$ cat src/rmedf_pkg.sv
// Package with the shared types and constants of the tick scheduler.
`timescale 1ns / 1ps
`default_nettype none
package rmedf_pkg;

   typedef enum logic [1:0] {
      MODE_LOAD  = 2'd0,
      MODE_TICK  = 2'd1,
      MODE_FLUSH = 2'd2,
      MODE_STATS = 2'd3
   } mode_type;

   typedef enum logic [1:0] {
      ST_FIN  = 2'd0,
      ST_PRE  = 2'd1,
      ST_LOST = 2'd2,
      ST_IDLE = 2'd3
   } seg_status_type;

   localparam logic CSR_POLICY = 1'b0;
   localparam logic CSR_COUNT  = 1'b1;

   typedef enum logic [3:0] {
      S_IDLE,
      S_LOAD,
      S_STATS,
      S_FLUSH,
      S_REL,
      S_KILL,
      S_PICK,
      S_RUN,
      S_END,
      S_EMIT
   } state_type;

   typedef struct packed {
      logic do_load;
      logic do_stats;
      logic do_flush;
      logic clr_idx;
      logic step_rel;
      logic step_kill;
      logic step_pick;
      logic do_run;
      logic do_end;
      logic pop;
   } cmd_type;

   typedef struct packed {
      logic idx_last;
      logic q_empty;
      logic q_one;
   } stat_type;

   typedef struct packed {
      logic        seg_valid;
      logic        seg_idle;
      logic [2:0]  seg_task;
      logic [31:0] seg_len;
      logic [1:0]  seg_status;
      logic [15:0] done_cnt;
      logic [15:0] lost_cnt;
      logic        killed;
      logic        rejected;
   } result_type;

endpackage
`default_nettype wire

$ cat src/rmedf_ctrl.sv
// Controller state machine that sequences one item through the datapath.
`timescale 1ns / 1ps
`default_nettype none
module rmedf_ctrl (
   input  wire                 clock,
   input  wire                 reset,
   input  wire                 start,
   input  wire [1:0]           mode,
   input  wire                 out_stall,
   input  rmedf_pkg::stat_type stat,
   output rmedf_pkg::cmd_type  cmd,
   output logic                busy,
   output logic                out_valid
);
   import rmedf_pkg::*;

   state_type state_ff, state_in;

   always_ff @(posedge clock) begin
      if (reset) begin
         state_ff <= S_IDLE;
      end else begin
         state_ff <= state_in;
      end
   end

   always_comb begin
      state_in = state_ff;
      case (state_ff)
         S_IDLE: begin
            if (start) begin
               case (mode_type'(mode))
                  MODE_LOAD:  state_in = S_LOAD;
                  MODE_TICK:  state_in = S_REL;
                  MODE_FLUSH: state_in = S_FLUSH;
                  default:    state_in = S_STATS;
               endcase
            end
         end
         S_LOAD, S_STATS, S_FLUSH: state_in = S_EMIT;
         S_REL:  if (stat.idx_last) state_in = S_KILL;
         S_KILL: if (stat.idx_last) state_in = S_PICK;
         S_PICK: if (stat.idx_last) state_in = S_RUN;
         S_RUN:  state_in = S_END;
         S_END:  state_in = S_EMIT;
         S_EMIT: begin
            if (stat.q_empty) begin
               state_in = S_IDLE;
            end else if (!out_stall && stat.q_one) begin
               state_in = S_IDLE;
            end
         end
         default: state_in = S_IDLE;
      endcase
   end

   always_comb begin
      cmd = '0;
      busy = 1'b1;
      out_valid = 1'b0;
      case (state_ff)
         S_IDLE: begin
            busy = 1'b0;
            cmd.clr_idx = 1'b1;
         end
         S_LOAD:  cmd.do_load = 1'b1;
         S_STATS: cmd.do_stats = 1'b1;
         S_FLUSH: cmd.do_flush = 1'b1;
         S_REL: begin
            cmd.step_rel = 1'b1;
            cmd.clr_idx = stat.idx_last;
         end
         S_KILL: begin
            cmd.step_kill = 1'b1;
            cmd.clr_idx = stat.idx_last;
         end
         S_PICK:  cmd.step_pick = 1'b1;
         S_RUN:   cmd.do_run = 1'b1;
         S_END:   cmd.do_end = 1'b1;
         S_EMIT: begin
            out_valid = !stat.q_empty;
            cmd.pop = !stat.q_empty && !out_stall;
         end
         default: busy = 1'b1;
      endcase
   end
endmodule
`default_nettype wire

$ cat src/rmedf_dp.sv
// Datapath: task tables, segment tracking and the result queue.
`timescale 1ns / 1ps
`default_nettype none
module rmedf_dp #(
   parameter int MAX_TASKS = 8
) (
   input  wire                   clock,
   input  wire                   reset,
   input  wire                   start,
   input  wire [2:0]             in_index,
   input  wire [15:0]            in_period,
   input  wire [15:0]            in_deadline,
   input  wire [15:0]            in_burst,
   input  wire                   csr_we,
   input  wire                   csr_sel,
   input  wire [31:0]            csr_data,
   input  rmedf_pkg::cmd_type    cmd,
   output rmedf_pkg::stat_type   stat,
   output rmedf_pkg::result_type rsp,
   output logic                  rsp_last
);
   import rmedf_pkg::*;

   localparam int IW = (MAX_TASKS > 1) ? $clog2(MAX_TASKS) : 1;
   localparam int CW = $clog2(MAX_TASKS + 1);

   logic [15:0] per_ff [MAX_TASKS];
   logic [15:0] dl_ff  [MAX_TASKS];
   logic [15:0] bu_ff  [MAX_TASKS];
   logic [15:0] rem_ff [MAX_TASKS];
   logic [31:0] rel_ff [MAX_TASKS];
   logic [31:0] abs_ff [MAX_TASKS];
   logic [MAX_TASKS-1:0] act_ff;
   logic [15:0] done_ff [MAX_TASKS];
   logic [15:0] lost_ff [MAX_TASKS];

   logic        policy_ff;
   logic [3:0]  count_ff;
   logic [31:0] now_ff;
   logic        rv_ff;
   logic [IW-1:0] rt_ff;
   logic [31:0] rl_ff;
   logic        io_ff;

   logic [2:0]  idx3_ff;
   logic [15:0] pi_ff, di_ff, bi_ff;
   logic [IW-1:0] ix_ff;
   logic        found_ff;
   logic [IW-1:0] sel_ff;
   logic [31:0] best_ff;

   result_type  q_ff [3];
   logic [1:0]  qn_ff;
   logic [1:0]  qh_ff;

   logic [CW-1:0] cnt;
   logic          no_entries;
   logic          idx_ok;
   logic [IW-1:0] idxw;
   logic [31:0]   pr;
   logic          ready_i;
   logic          rel_due;
   logic          kill_due;
   logic          bad;
   result_type    load_res;
   result_type    stats_res;

   assign cnt = ({28'd0, count_ff} < 32'(MAX_TASKS)) ? CW'(count_ff) : CW'(MAX_TASKS);
   assign no_entries = (cnt == '0);
   assign stat.idx_last = no_entries || (CW'(ix_ff) == CW'(cnt - 1'b1));
   assign stat.q_empty = (qn_ff == 2'd0);
   assign stat.q_one = (qn_ff == 2'd1);
   assign idx_ok = (32'(idx3_ff) < 32'(MAX_TASKS));
   assign idxw = IW'(idx3_ff);

   assign rel_due  = !no_entries && (now_ff >= rel_ff[ix_ff]);
   assign kill_due = !no_entries && act_ff[ix_ff] && (now_ff >= abs_ff[ix_ff])
                     && (rem_ff[ix_ff] != 16'd0);
   assign ready_i  = !no_entries && act_ff[ix_ff] && (rem_ff[ix_ff] != 16'd0);
   assign pr = policy_ff ? abs_ff[ix_ff] : {16'd0, per_ff[ix_ff]};
   assign bad = (pi_ff == 0) || (di_ff == 0) || (bi_ff == 0) || (di_ff > pi_ff)
                || (bi_ff > di_ff) || !idx_ok;

   assign rsp = q_ff[qh_ff];
   assign rsp_last = (qn_ff == 2'd1);

   always_comb begin
      load_res = '0;
      load_res.rejected = bad;
      stats_res = '0;
      if (idx_ok) begin
         stats_res.done_cnt = done_ff[idxw];
         stats_res.lost_cnt = lost_ff[idxw];
         stats_res.killed = act_ff[idxw] && (rem_ff[idxw] != 16'd0);
      end
   end

   function automatic result_type seg(input logic idle, input logic [2:0] tk,
                                      input logic [31:0] len, input seg_status_type st);
      result_type r;
      r = '0;
      r.seg_valid = 1'b1;
      r.seg_idle = idle;
      r.seg_task = idle ? 3'd0 : tk;
      r.seg_len = len;
      r.seg_status = st;
      return r;
   endfunction

   always_ff @(posedge clock) begin
      if (start) begin
         idx3_ff <= in_index;
         pi_ff <= in_period;
         di_ff <= in_deadline;
         bi_ff <= in_burst;
      end
      if (cmd.clr_idx) begin
         ix_ff <= '0;
      end else if (cmd.step_rel || cmd.step_kill || cmd.step_pick) begin
         ix_ff <= IW'(ix_ff + 1'b1);
      end
   end

   always_ff @(posedge clock) begin
      if (reset) begin
         policy_ff <= 1'b0;
         count_ff <= '0;
         now_ff <= '0;
         rv_ff <= 1'b0;
         rt_ff <= '0;
         rl_ff <= '0;
         io_ff <= 1'b0;
         act_ff <= '0;
         qn_ff <= '0;
         qh_ff <= '0;
         found_ff <= 1'b0;
         for (int i = 0; i < MAX_TASKS; i++) begin
            rem_ff[i] <= '0;
            rel_ff[i] <= '0;
            abs_ff[i] <= '0;
            done_ff[i] <= '0;
            lost_ff[i] <= '0;
         end
      end else begin
         if (csr_we) begin
            if (csr_sel == CSR_POLICY) begin
               policy_ff <= csr_data[0];
            end else begin
               count_ff <= csr_data[3:0];
            end
         end
         if (cmd.clr_idx && !cmd.step_rel && !cmd.step_kill) begin
            qh_ff <= '0;
            found_ff <= 1'b0;
         end
         if (cmd.pop) begin
            qn_ff <= qn_ff - 2'd1;
            qh_ff <= qh_ff + 2'd1;
         end
         if (cmd.do_load) begin
            q_ff[0] <= load_res;
            qn_ff <= 2'd1;
            if (!bad) begin
               per_ff[idxw] <= pi_ff;
               dl_ff[idxw] <= di_ff;
               bu_ff[idxw] <= bi_ff;
               rem_ff[idxw] <= bi_ff;
               rel_ff[idxw] <= now_ff;
               abs_ff[idxw] <= now_ff + {16'd0, di_ff};
               act_ff[idxw] <= 1'b1;
               done_ff[idxw] <= '0;
               lost_ff[idxw] <= '0;
            end
         end
         if (cmd.do_stats) begin
            q_ff[0] <= stats_res;
            qn_ff <= 2'd1;
         end
         if (cmd.do_flush) begin
            if (rv_ff && rl_ff != 0) begin
               q_ff[0] <= seg(1'b0, 3'(rt_ff), rl_ff,
                              (rem_ff[rt_ff] != 0) ? ST_PRE : ST_FIN);
               qn_ff <= 2'd1;
            end else if (io_ff && rl_ff != 0) begin
               q_ff[0] <= seg(1'b1, 3'd0, rl_ff, ST_IDLE);
               qn_ff <= 2'd1;
            end
            rv_ff <= 1'b0;
            io_ff <= 1'b0;
            rl_ff <= '0;
         end
         if (cmd.step_rel && !no_entries && rel_due) begin
            if (!act_ff[ix_ff]) begin
               act_ff[ix_ff] <= 1'b1;
               rem_ff[ix_ff] <= bu_ff[ix_ff];
               abs_ff[ix_ff] <= now_ff + {16'd0, dl_ff[ix_ff]};
            end
            rel_ff[ix_ff] <= rel_ff[ix_ff] + {16'd0, per_ff[ix_ff]};
         end
         if (cmd.step_kill && kill_due) begin
            if (rv_ff && rt_ff == ix_ff && rl_ff != 0) begin
               q_ff[qn_ff] <= seg(1'b0, 3'(ix_ff), rl_ff, ST_LOST);
               qn_ff <= qn_ff + 2'd1;
               rl_ff <= '0;
               rv_ff <= 1'b0;
               io_ff <= 1'b0;
            end
            if (lost_ff[ix_ff] != 16'hFFFF) lost_ff[ix_ff] <= lost_ff[ix_ff] + 16'd1;
            act_ff[ix_ff] <= 1'b0;
            rem_ff[ix_ff] <= '0;
         end
         if (cmd.step_pick && ready_i && (!found_ff || pr < best_ff)) begin
            found_ff <= 1'b1;
            sel_ff <= ix_ff;
            best_ff <= pr;
         end
         if (cmd.do_run) begin
            if (found_ff) begin
               if (!rv_ff || rt_ff != sel_ff) begin
                  if (rv_ff && rl_ff != 0) begin
                     q_ff[qn_ff] <= seg(1'b0, 3'(rt_ff), rl_ff,
                                        (rem_ff[rt_ff] != 0) ? ST_PRE : ST_FIN);
                     qn_ff <= qn_ff + 2'd1;
                     rl_ff <= 32'd1;
                  end else if (io_ff && rl_ff != 0) begin
                     q_ff[qn_ff] <= seg(1'b1, 3'd0, rl_ff, ST_IDLE);
                     qn_ff <= qn_ff + 2'd1;
                     rl_ff <= 32'd1;
                     io_ff <= 1'b0;
                  end else begin
                     rl_ff <= (rl_ff != 32'hFFFFFFFF) ? rl_ff + 32'd1 : rl_ff;
                  end
                  rv_ff <= 1'b1;
                  rt_ff <= sel_ff;
               end else begin
                  rl_ff <= (rl_ff != 32'hFFFFFFFF) ? rl_ff + 32'd1 : rl_ff;
               end
               rem_ff[sel_ff] <= rem_ff[sel_ff] - 16'd1;
            end else begin
               if (rv_ff) begin
                  if (rl_ff != 0) begin
                     q_ff[qn_ff] <= seg(1'b0, 3'(rt_ff), rl_ff,
                                        (rem_ff[rt_ff] != 0) ? ST_PRE : ST_FIN);
                     qn_ff <= qn_ff + 2'd1;
                  end
                  rv_ff <= 1'b0;
               end
               if (!io_ff || rv_ff) begin
                  io_ff <= 1'b1;
                  rl_ff <= 32'd1;
               end else if (rl_ff != 32'hFFFFFFFF) begin
                  rl_ff <= rl_ff + 32'd1;
               end
            end
            now_ff <= now_ff + 32'd1;
         end
         if (cmd.do_end && found_ff && rem_ff[sel_ff] == 16'd0) begin
            if (done_ff[sel_ff] != 16'hFFFF) done_ff[sel_ff] <= done_ff[sel_ff] + 16'd1;
            act_ff[sel_ff] <= 1'b0;
            q_ff[qn_ff] <= seg(1'b0, 3'(sel_ff), rl_ff, ST_FIN);
            qn_ff <= qn_ff + 2'd1;
            rl_ff <= '0;
            rv_ff <= 1'b0;
         end
      end
   end
endmodule
`default_nettype wire

$ cat src/rm_edf_tick_scheduler_unit.sv
// Top level of the periodic task scheduler with rate monotonic and EDF policies.
//
//  channel  direction  handshake        carries
//  req_     in         valid / stall    mode, task index, period, deadline, burst
//  rsp_     out        valid / stall    segment record, stats or load status
//  csr_     in         valid / ready    register index and write data
//
// A load, flush or stats item runs its own step and then emits its results, if any.
// A tick walks the task table three times, to release, kill and pick, one entry a cycle;
// then it runs the picked task or idles, retires a finished task and emits the results.
// Reset clears all control state; the task tables hold nothing until loaded.
// A stalled result holds the block; the next item is taken once all results leave.
`timescale 1ns / 1ps
`default_nettype none
module rm_edf_tick_scheduler_unit #(
   parameter int MAX_TASKS = 8
) (
   input  wire         clock,
   input  wire         reset,
   input  wire         req_valid,
   output logic        req_stall,
   input  wire  [1:0]  req_mode,
   input  wire  [2:0]  req_task_index,
   input  wire  [15:0] req_task_period,
   input  wire  [15:0] req_task_deadline,
   input  wire  [15:0] req_task_burst,
   output logic        rsp_valid,
   input  wire         rsp_stall,
   output logic        rsp_segment_valid,
   output logic        rsp_segment_idle,
   output logic [2:0]  rsp_segment_task,
   output logic [31:0] rsp_segment_length,
   output logic [1:0]  rsp_segment_status,
   output logic [15:0] rsp_completed_count,
   output logic [15:0] rsp_missed_count,
   output logic        rsp_killed,
   output logic        rsp_load_rejected,
   output logic        rsp_last,
   input  wire         csr_valid,
   output logic        csr_ready,
   input  wire  [0:0]  csr_index,
   input  wire  [31:0] csr_data
);
   import rmedf_pkg::*;

   cmd_type    cmd;
   stat_type   stat;
   result_type res;
   logic       busy;
   logic       start;

   assign req_stall = busy;
   assign start = req_valid && !busy;
   assign csr_ready = 1'b1;

   rmedf_ctrl u_ctrl (
      .clock(clock), .reset(reset), .start(start), .mode(req_mode),
      .out_stall(rsp_stall), .stat(stat), .cmd(cmd), .busy(busy), .out_valid(rsp_valid)
   );

   rmedf_dp #(.MAX_TASKS(MAX_TASKS)) u_dp (
      .clock(clock), .reset(reset), .start(start), .in_index(req_task_index),
      .in_period(req_task_period), .in_deadline(req_task_deadline),
      .in_burst(req_task_burst), .csr_we(csr_valid), .csr_sel(csr_index[0]),
      .csr_data(csr_data), .cmd(cmd), .stat(stat), .rsp(res), .rsp_last(rsp_last)
   );

   assign rsp_segment_valid = res.seg_valid;
   assign rsp_segment_idle = res.seg_idle;
   assign rsp_segment_task = res.seg_task;
   assign rsp_segment_length = res.seg_len;
   assign rsp_segment_status = res.seg_status;
   assign rsp_completed_count = res.done_cnt;
   assign rsp_missed_count = res.lost_cnt;
   assign rsp_killed = res.killed;
   assign rsp_load_rejected = res.rejected;
endmodule
`default_nettype wire
$ cat config.mk
export PLATFORM = sky130hd
export DESIGN_NAME = rm_edf_tick_scheduler_unit
export DESIGN_NICKNAME = d
export VERILOG_FILES = /design/src/rmedf_pkg.sv /design/src/rmedf_ctrl.sv /design/src/rmedf_dp.sv /design/src/rm_edf_tick_scheduler_unit.sv
export SDC_FILE = /design/constraint.sdc
export NUM_CORES = 2
export LEC_CHECK = 0
export BUFFER_PORTS_ARGS = -buffer_cell sky130_fd_sc_hd__buf_2
export CORE_ASPECT_RATIO = 1.1
export CORE_MARGIN = 10
export CORE_UTILIZATION = 40
export CTS_CLUSTER_DIAMETER = 150
export DETAILED_ROUTE_END_ITERATION = 6
export PLACE_DENSITY = 0.56
export RECOVER_POWER = 100
export SYNTH_ARGS = -nofsm -noshare
export SYNTH_HDL_FRONTEND = slang
export SYNTH_SLANG_ARGS = --single-unit
$ cat constraint.sdc
create_clock -name clock -period 23.4 [get_ports clock]
set_clock_uncertainty 0.1 [all_clocks]
set_input_delay 5.85 -clock clock [delete_from_list [all_inputs] [get_ports clock]]
set_output_delay 5.85 -clock clock [all_outputs]
set_load 0.02 [all_outputs]
Word level (Yosys, flattened, before mapping)

Memories as Yosys holds them, arrays and structs flattened. A register that Yosys moved wholly into a read port is not among the register bits.
Index checks and enable logic that the tools add are counted.

Flip-flop bits (word level): 180
Latch bits: 0
Memory bits (writable): 1499
Memory bits (read-only): 0
Input bits: 91
Output and inout port bits: 77
Word-level logic and storage cells: 391
Memories: 9

$add $sub $neg: 13
$mul: 0
Div/mod/pow operators: 0
Order comparisons: 12
Equal/unequal tests: 23
Shift-type cells: 0
Multiplexer cells: 222
Bitwise gates (word level): 16
Reductions and logical operators: 77

Memory list:

| name            | words | bits a word | read ports | clocked after Yosys merged registers in | write ports | RTL line       | RTL |
|---|---|---|---|---|---|---|---|
| u_dp.abs_ff     | 8     | 32          | 1          | 1                                       | 8           | rmedf_dp.sv:32 | `logic [31:0] abs_ff [MAX_TASKS];` |
| u_dp.rel_ff     | 8     | 32          | 1          | 1                                       | 8           | rmedf_dp.sv:31 | `logic [31:0] rel_ff [MAX_TASKS];` |
| u_dp.q_ff       | 3     | 73          | 1          | 1                                       | 1           | rmedf_dp.sv:52 | `result_type q_ff [3];` |
| u_dp.bu_ff      | 8     | 16          | 1          | 1                                       | 1           | rmedf_dp.sv:29 | `logic [15:0] bu_ff [MAX_TASKS];` |
| u_dp.dl_ff      | 8     | 16          | 1          | 1                                       | 1           | rmedf_dp.sv:28 | `logic [15:0] dl_ff [MAX_TASKS];` |
| u_dp.done_ff    | 8     | 16          | 2          | 2                                       | 8           | rmedf_dp.sv:34 | `logic [15:0] done_ff [MAX_TASKS];` |
| 3 more memories | -     | -           | -          | -                                       | -           | -              |  |

Operators by type and width:

| kind                                                             | number |
|---|---|
| 73-bit 2-to-1 mux                                                | 8 |
| 32-bit 2-to-1 mux                                                | 16 |
| 16-bit 2-to-1 mux                                                | 8 |
| 32-bit OR reduction                                              | 4 |
| 1-bit 2-to-1 mux                                                 | 113 |
| 16-bit OR reduction                                              | 7 |
| 32-bit by 16-bit adder with 32-bit output                        | 3 |
| 3-bit 2-to-1 mux                                                 | 32 |
| 73-bit OR reduction                                              | 1 |
| 8-bit 2-to-1 mux                                                 | 9 |
| 32-bit by 1-bit adder with 32-bit output (second input constant) | 2 |
| 32-bit >= comparator                                             | 2 |
| 16-bit logical NOT                                               | 4 |
| 16-bit nonzero test                                              | 3 |
| 2-bit 2-to-1 mux                                                 | 21 |
| 16-bit by 1-bit adder with 16-bit output (second input constant) | 2 |
| 16-bit > comparator                                              | 2 |
| 32-bit < comparator                                              | 1 |
| 16-bit != test (second input constant)                           | 2 |
| 32-bit != test (second input constant)                           | 1 |
| 32-bit nonzero test                                              | 1 |
| 4-bit 2-to-1 mux                                                 | 7 |
| 4-bit case mux with 7 select lines                               | 1 |
| 1-bit logical AND                                                | 25 |
| other kinds (38)                                                 | 88 |

Depth between registers and ports, before layout

Depth in word-level cells: 18
Depth in mapped cells: 34
Mapped depth without buffers: 21

By module

From an unflattened synthesis, not the netlist that was laid out.

Cell total of the unflattened synthesis: 6212
Area total of the unflattened synthesis: 81888.5 sq um

Modules (own cells, without submodules):

| module                     | instances | cells an instance | area each (sq um) | sequential area each (sq um) |
|---|---|---|---|---|
| rmedf_dp                   | 1         | 6155              | 81464.4           | 47225.3 |
| rmedf_ctrl                 | 1         | 54                | 399.1             | 80.1 |
| rm_edf_tick_scheduler_unit | 1         | 3                 | 25.0              | 0.0 |

Worst setup path after synthesis

Ideal clock, no wire load.

Kind: input to register
Start: input port reset
End: memory u_dp.q_ff[0][0] in the netlist's numbering, enable pin
Library setup time: 616 ps
Data arrival time: 12223 ps
Required time: 22684 ps
Setup slack: 10461 ps
Stages on the path: 6
Buffers on the path: 1
Cell sequence: clkbuf_1 -> nor2_1 -> inv_1 -> nor4_1 -> nor4_1 -> o32ai_1

Longest elaborated chain between the ends: 8
Elaborated cells on any way between the ends: 28
Those cells by class: mux (20); bitwise (7); reduce/logical (1)

RTL lines:

| item                                                                  | RTL line                         | RTL |
|---|---|---|
| start, declared                                                       | rm_edf_tick_scheduler_unit.sv:19 | `input wire reset,` |
| 1-bit 2-to-1 mux                                                      | rmedf_dp.sv:125                  | `if (reset) begin` |
| 1-bit 2-to-1 mux, on equally long branches                            | rmedf_dp.sv:202, rmedf_dp.sv:222 |  |
| 1-bit bitwise OR (no source line) (4 in a row)                        | -                                |  |
| 73-bit OR reduction (no source line)                                  | -                                |  |
| 2-bit 2-to-1 mux (no source line) or 1-bit 2-to-1 mux (tied branches) | -                                |  |
| end, declared                                                         | rmedf_dp.sv:52                   |  |

Parallel ways exist; a longest one is shown, timed or not.

==> flow_metrics.env <==
export IMPL_avgSynthCellArea_sq_um=14.3
export IMPL_worstHoldPathType="flip-flop to flip-flop"
export IMPL_required_ns=23.36
export IMPL_cts_repair_resize_count=0
export IMPL_nets=5960
export IMPL_sw_frac_of_total_pct=27.2
export IMPL_syn_instance_count=5573
export IMPL_comb_power_share_pct=16.1
export IMPL_slowest_stage="clkbuf_1"
export IMPL_final_core_util_pct=44.6
export IMPL_hold_viol_final=0
export IMPL_r2r_end="u_dp.rel_ff[4][25]$_SDFFCE_PN0P_"
export IMPL_synthTopCellsByArea="edfxtp_1 (60%), mux4_2 (11%), nor2_1 (4.7%)"
export IMPL_clock_path_buffers=3
export IMPL_die_area_sq_um=217000
export IMPL_finalSetupViolCount=0
export IMPL_min_delay_path_depth=2
export IMPL_tns_ns=0
export IMPL_route_detailed_drc=0
export IMPL_yosysSeqAreaShare_pct=62.6
export IMPL_grt_start_max_net_pins=96
export IMPL_p_sw_mw=2.12
export IMPL_ys_ff_latch=1693
export IMPL_synth_edff_count=1585
export IMPL_cp_start_kind="flip-flop"
export IMPL_cts_setup_buffers=0
export IMPL_synth_nets=5836
export IMPL_seqPwrFrac_pct=47.3
export IMPL_synthArstFlopShare_pct=0
export IMPL_rsz0062_at_grt="false"
export IMPL_clkTransAtPathRegs_ns=0.06
export IMPL_drt_iter0_markers=4080
export IMPL_synth_cell_type_count=107
export IMPL_powerDensity_nw_per_um2=88.3
export IMPL_path_class="flip-flop to flip-flop"
export IMPL_ir_worst_vdd_mv=0.0741
export IMPL_synth_main_ff_cell="edfxtp_1"
export IMPL_clockRootBuffer="clkbuf_16"
export IMPL_clock_latency_ns=0.84
export IMPL_synth_top_area_cell="edfxtp_1"
export IMPL_drt_vias_per_instance=5.64
export IMPL_coreArea_sq_um=197000
export IMPL_antenna_found_initial=4
export IMPL_grt_busiest_layer="met2"
export IMPL_cts_sinks=1693
export IMPL_io_pins=168
export IMPL_holdPathEnd="u_dp.policy_ff$_SDFFE_PP0P_"
export IMPL_p_int_mw=5.66
export IMPL_initial_utilization_pct=40.2
export IMPL_grt_first_pass_wirelength_mm=317
export IMPL_timing_slew_headroom_pct=-186
export IMPL_grt_pass1_vias=49000
export IMPL_place_hpwl_mm=130
export IMPL_synth_top_area_share_pct=59.9
export IMPL_hold_buffers=0
export IMPL_cts_max_level=4
export IMPL_gp_congestion=0.839
export IMPL_regToRegSetupSlack_ns=7.15
export IMPL_min_period_ns=16.25
export IMPL_netlist_area_sq_um=79400
export IMPL_met1_usage_pct=25.4
export IMPL_via_count=47600
export IMPL_wirelength_mm=212
export IMPL_drive_above_1_share_pct=15.2
export IMPL_row_count=171
export IMPL_die_height_um=487
export IMPL_track_usage_pct=19.2
export IMPL_p_clk_share_pct=36.7
export IMPL_overflow=0
export IMPL_max_cap_viol_count=66
export IMPL_place_port_buffers=138
export IMPL_yosysWarningCount=0
export IMPL_n_antenna_cell=0
export IMPL_violations="capacitance limit, slew limit"
export IMPL_die_w_um=445
export IMPL_synthToLayoutAreaGrowth_pct=10.8
export IMPL_p_leak_nw=28.5
export IMPL_detail_route_antenna_nets=0
export IMPL_wl_per_cell_um=25.2
export IMPL_worst_setup_path_end_kind="flip-flop"
export IMPL_path_common_cell="clkbuf_1"
export IMPL_finalCritPeriodShare_pct=69.5
export IMPL_grt_use_met3_pct=2.73
export IMPL_drv_slew=2144
export IMPL_slowest_delay_ns=2.64
export IMPL_grt_use_met2_pct=33.1
export IMPL_critical_path_arrival_ns=16.22
export IMPL_dr_pass1_iters=7
export IMPL_r2r_cells=15
export IMPL_tightest_slew_ns=4.29
export IMPL_numCtsBuffers=183
export IMPL_status="finished with violations"
export IMPL_min_delay_start="u_dp.policy_ff$_SDFFE_PP0P_"
export IMPL_cp_max_fo=39
export IMPL_cts_tree="yes"
export IMPL_timing_fmax_mhz=61.5
export IMPL_crit_chain="clkbuf_1 > clkbuf_1 > mux4_2 > mux2_1 > ha_1 > nand2b_1 > a2111oi_0 > o311ai_0 > o311ai_2 > clkbuf_1 > nand2_1 > o2bb2ai_1 > o21ai_4 > clkbuf_1 > nand2_1"
-- power groups by stage --
| stage | Clock, mW | Combinational (mW) | Sequential, mW |
|---|---|---|---|
| 3_3_place_gp | 0 | 1.27 | 3.73 |
| 2_1_floorplan | 0 | 0.957 | 3.64 |
| 5_1_grt | 3.03 | 1.37 | 3.70 |
| 4_1_cts | 2.91 | 1.28 | 3.67 |
| 3_5_place_dp | 0 | 1.28 | 3.74 |
| 6_report | 2.85 | 1.25 | 3.68 |
-- through the flow --
step                      worst slack, ns  cell area [sq um]  instances  total power [mW]  hold WS [ns]
after floorplan                     10.46              79400       5573              4.59         0.331
after global placement              11.05              83000       8107              5.00         0.380
after detailed placement            10.99              83000       8107              5.01         0.380
after CTS                           11.89              88900       8441              7.86         0.395
after global routing                 5.74              88100       8441              8.09         0.419
final                                7.15              88100       8441              7.78         0.394
-- cells by family after synthesis --
kind of cell	share of synthesized area (%)
xor gates and xnor gates	1.70
DFF	62.6
AOI/OAI and AO/OA	4.68
adders and majority gates	2.74
muxes	15.0
other	0.00472
and+or+nand+nor	10.6
buffers and inverters	2.60
-- worst max-delay path by stage --
stage,slack (ns),depth (start not counted),end,startpoint
floorplan,10.46,6,u_dp.q_ff[0][0]$_DFFE_PP_,reset
global placement,11.05,17,u_dp.abs_ff[0][30]$_SDFFCE_PN0P_,reset
detailed placement,10.99,17,u_dp.abs_ff[0][30]$_SDFFCE_PN0P_,reset
CTS,11.89,17,u_dp.abs_ff[5][30]$_SDFFCE_PN0P_,reset
global route,5.74,15,u_dp.rel_ff[2][23]$_SDFFCE_PN0P_,flip-flop
finish,7.15,15,u_dp.rel_ff[4][25]$_SDFFCE_PN0P_,flip-flop
-- worst max-delay path, delay by kind of cell, from the launching register on --
kind / cells / cell delay [ns]
flops: 1 / 2.10
buf+inv: 4 / 7.65
fa+ha+maj: 1 / 0.28
compound gates: 5 / 1.51
mux: 2 / 1.11
simple gates: 3 / 2.50
-- Yosys cell counts (7+ instances only) --
master    instances
or3_1            10
o21a_1           17
nand2b_1         22
nand4_1          54
nand2_1         276
and3_1           24
o31ai_1           7
edfxtp_1       1585
nor4_1           62
xnor2_1          64
ha_1            170
buf_1            28
buf_4            30
a31oi_4          11
a221o_1          12
xor2_1           90
o22ai_1          21
nor3_2           26
and4_1           12
nor2_1         1002
or2_2             9
nor2b_1          33
nor3_1          171
a21oi_1         152
a21o_1           37
mux2i_2           8
mux2i_1         246
inv_1           121
o21ai_0         143
nor2_2           10
o21ai_2          12
mux4_2          391
o21ai_1          26
a31oi_1          11
buf_2            66
and2_1           36
clkbuf_1        167
nand3_1          70
dfxtp_1         108
mux2_2           43
buf_6            22
nand3b_1         15
a211oi_1         19
nand2_2          10
-- cells in the final DEF, fill, tap and decap left out, drive strengths merged, types with 24 or more instances in the layout --
cell	count
a21oi	154
inv	125
nand3	71
nand2	286
and2	37
clkinv	64
xor2	90
edfxtp	1585
buf	115
dfxtp	108
nor3	197
mux2	47
clkbuf	389
nand4	54
nor2	1012
xnor2	64
o21ai	181
mux2i	255
nor4	64
mux4	391
and3	24
ha	170
a21o	37
nor2b	33
-- flip-flops by register name, summed over array words and instances, names as in the netlist, 128 cells and up, named ones only --
| register | flops |
|---|---|
| u_dp.abs_ff | 256 |
| u_dp.rel_ff | 256 |
| u_dp.q_ff | 219 |
| u_dp.bu_ff | 128 |
| u_dp.dl_ff | 128 |
| u_dp.done_ff | 128 |
| u_dp.lost_ff | 128 |
| u_dp.per_ff | 128 |
| u_dp.rem_ff | 128 |
-- routing by layer --
layer | routed length, um | vias to the layer above
met1 | 89700 | 24300
met4 | 5690 | 0
met5 | 0 | -
met2 | 105000 | 1472
li1 | - | 21500
met3 | 11900 | 336
-- area by class of cell --
| type | count | area (sq um) |
|---|---|---|
| fillers | 17700 | 109000 |
| inverters | 122 | 458 |
| multi-input cells | 3441 | 27500 |
| flip-flops and latches | 1693 | 49800 |
| clock inverters | 86 | 946 |
| well taps | 2595 | 3250 |
| repair buffers | 256 | 1240 |
| clock buffers | 248 | 4910 |
Power figures use the tool's default switching activity.
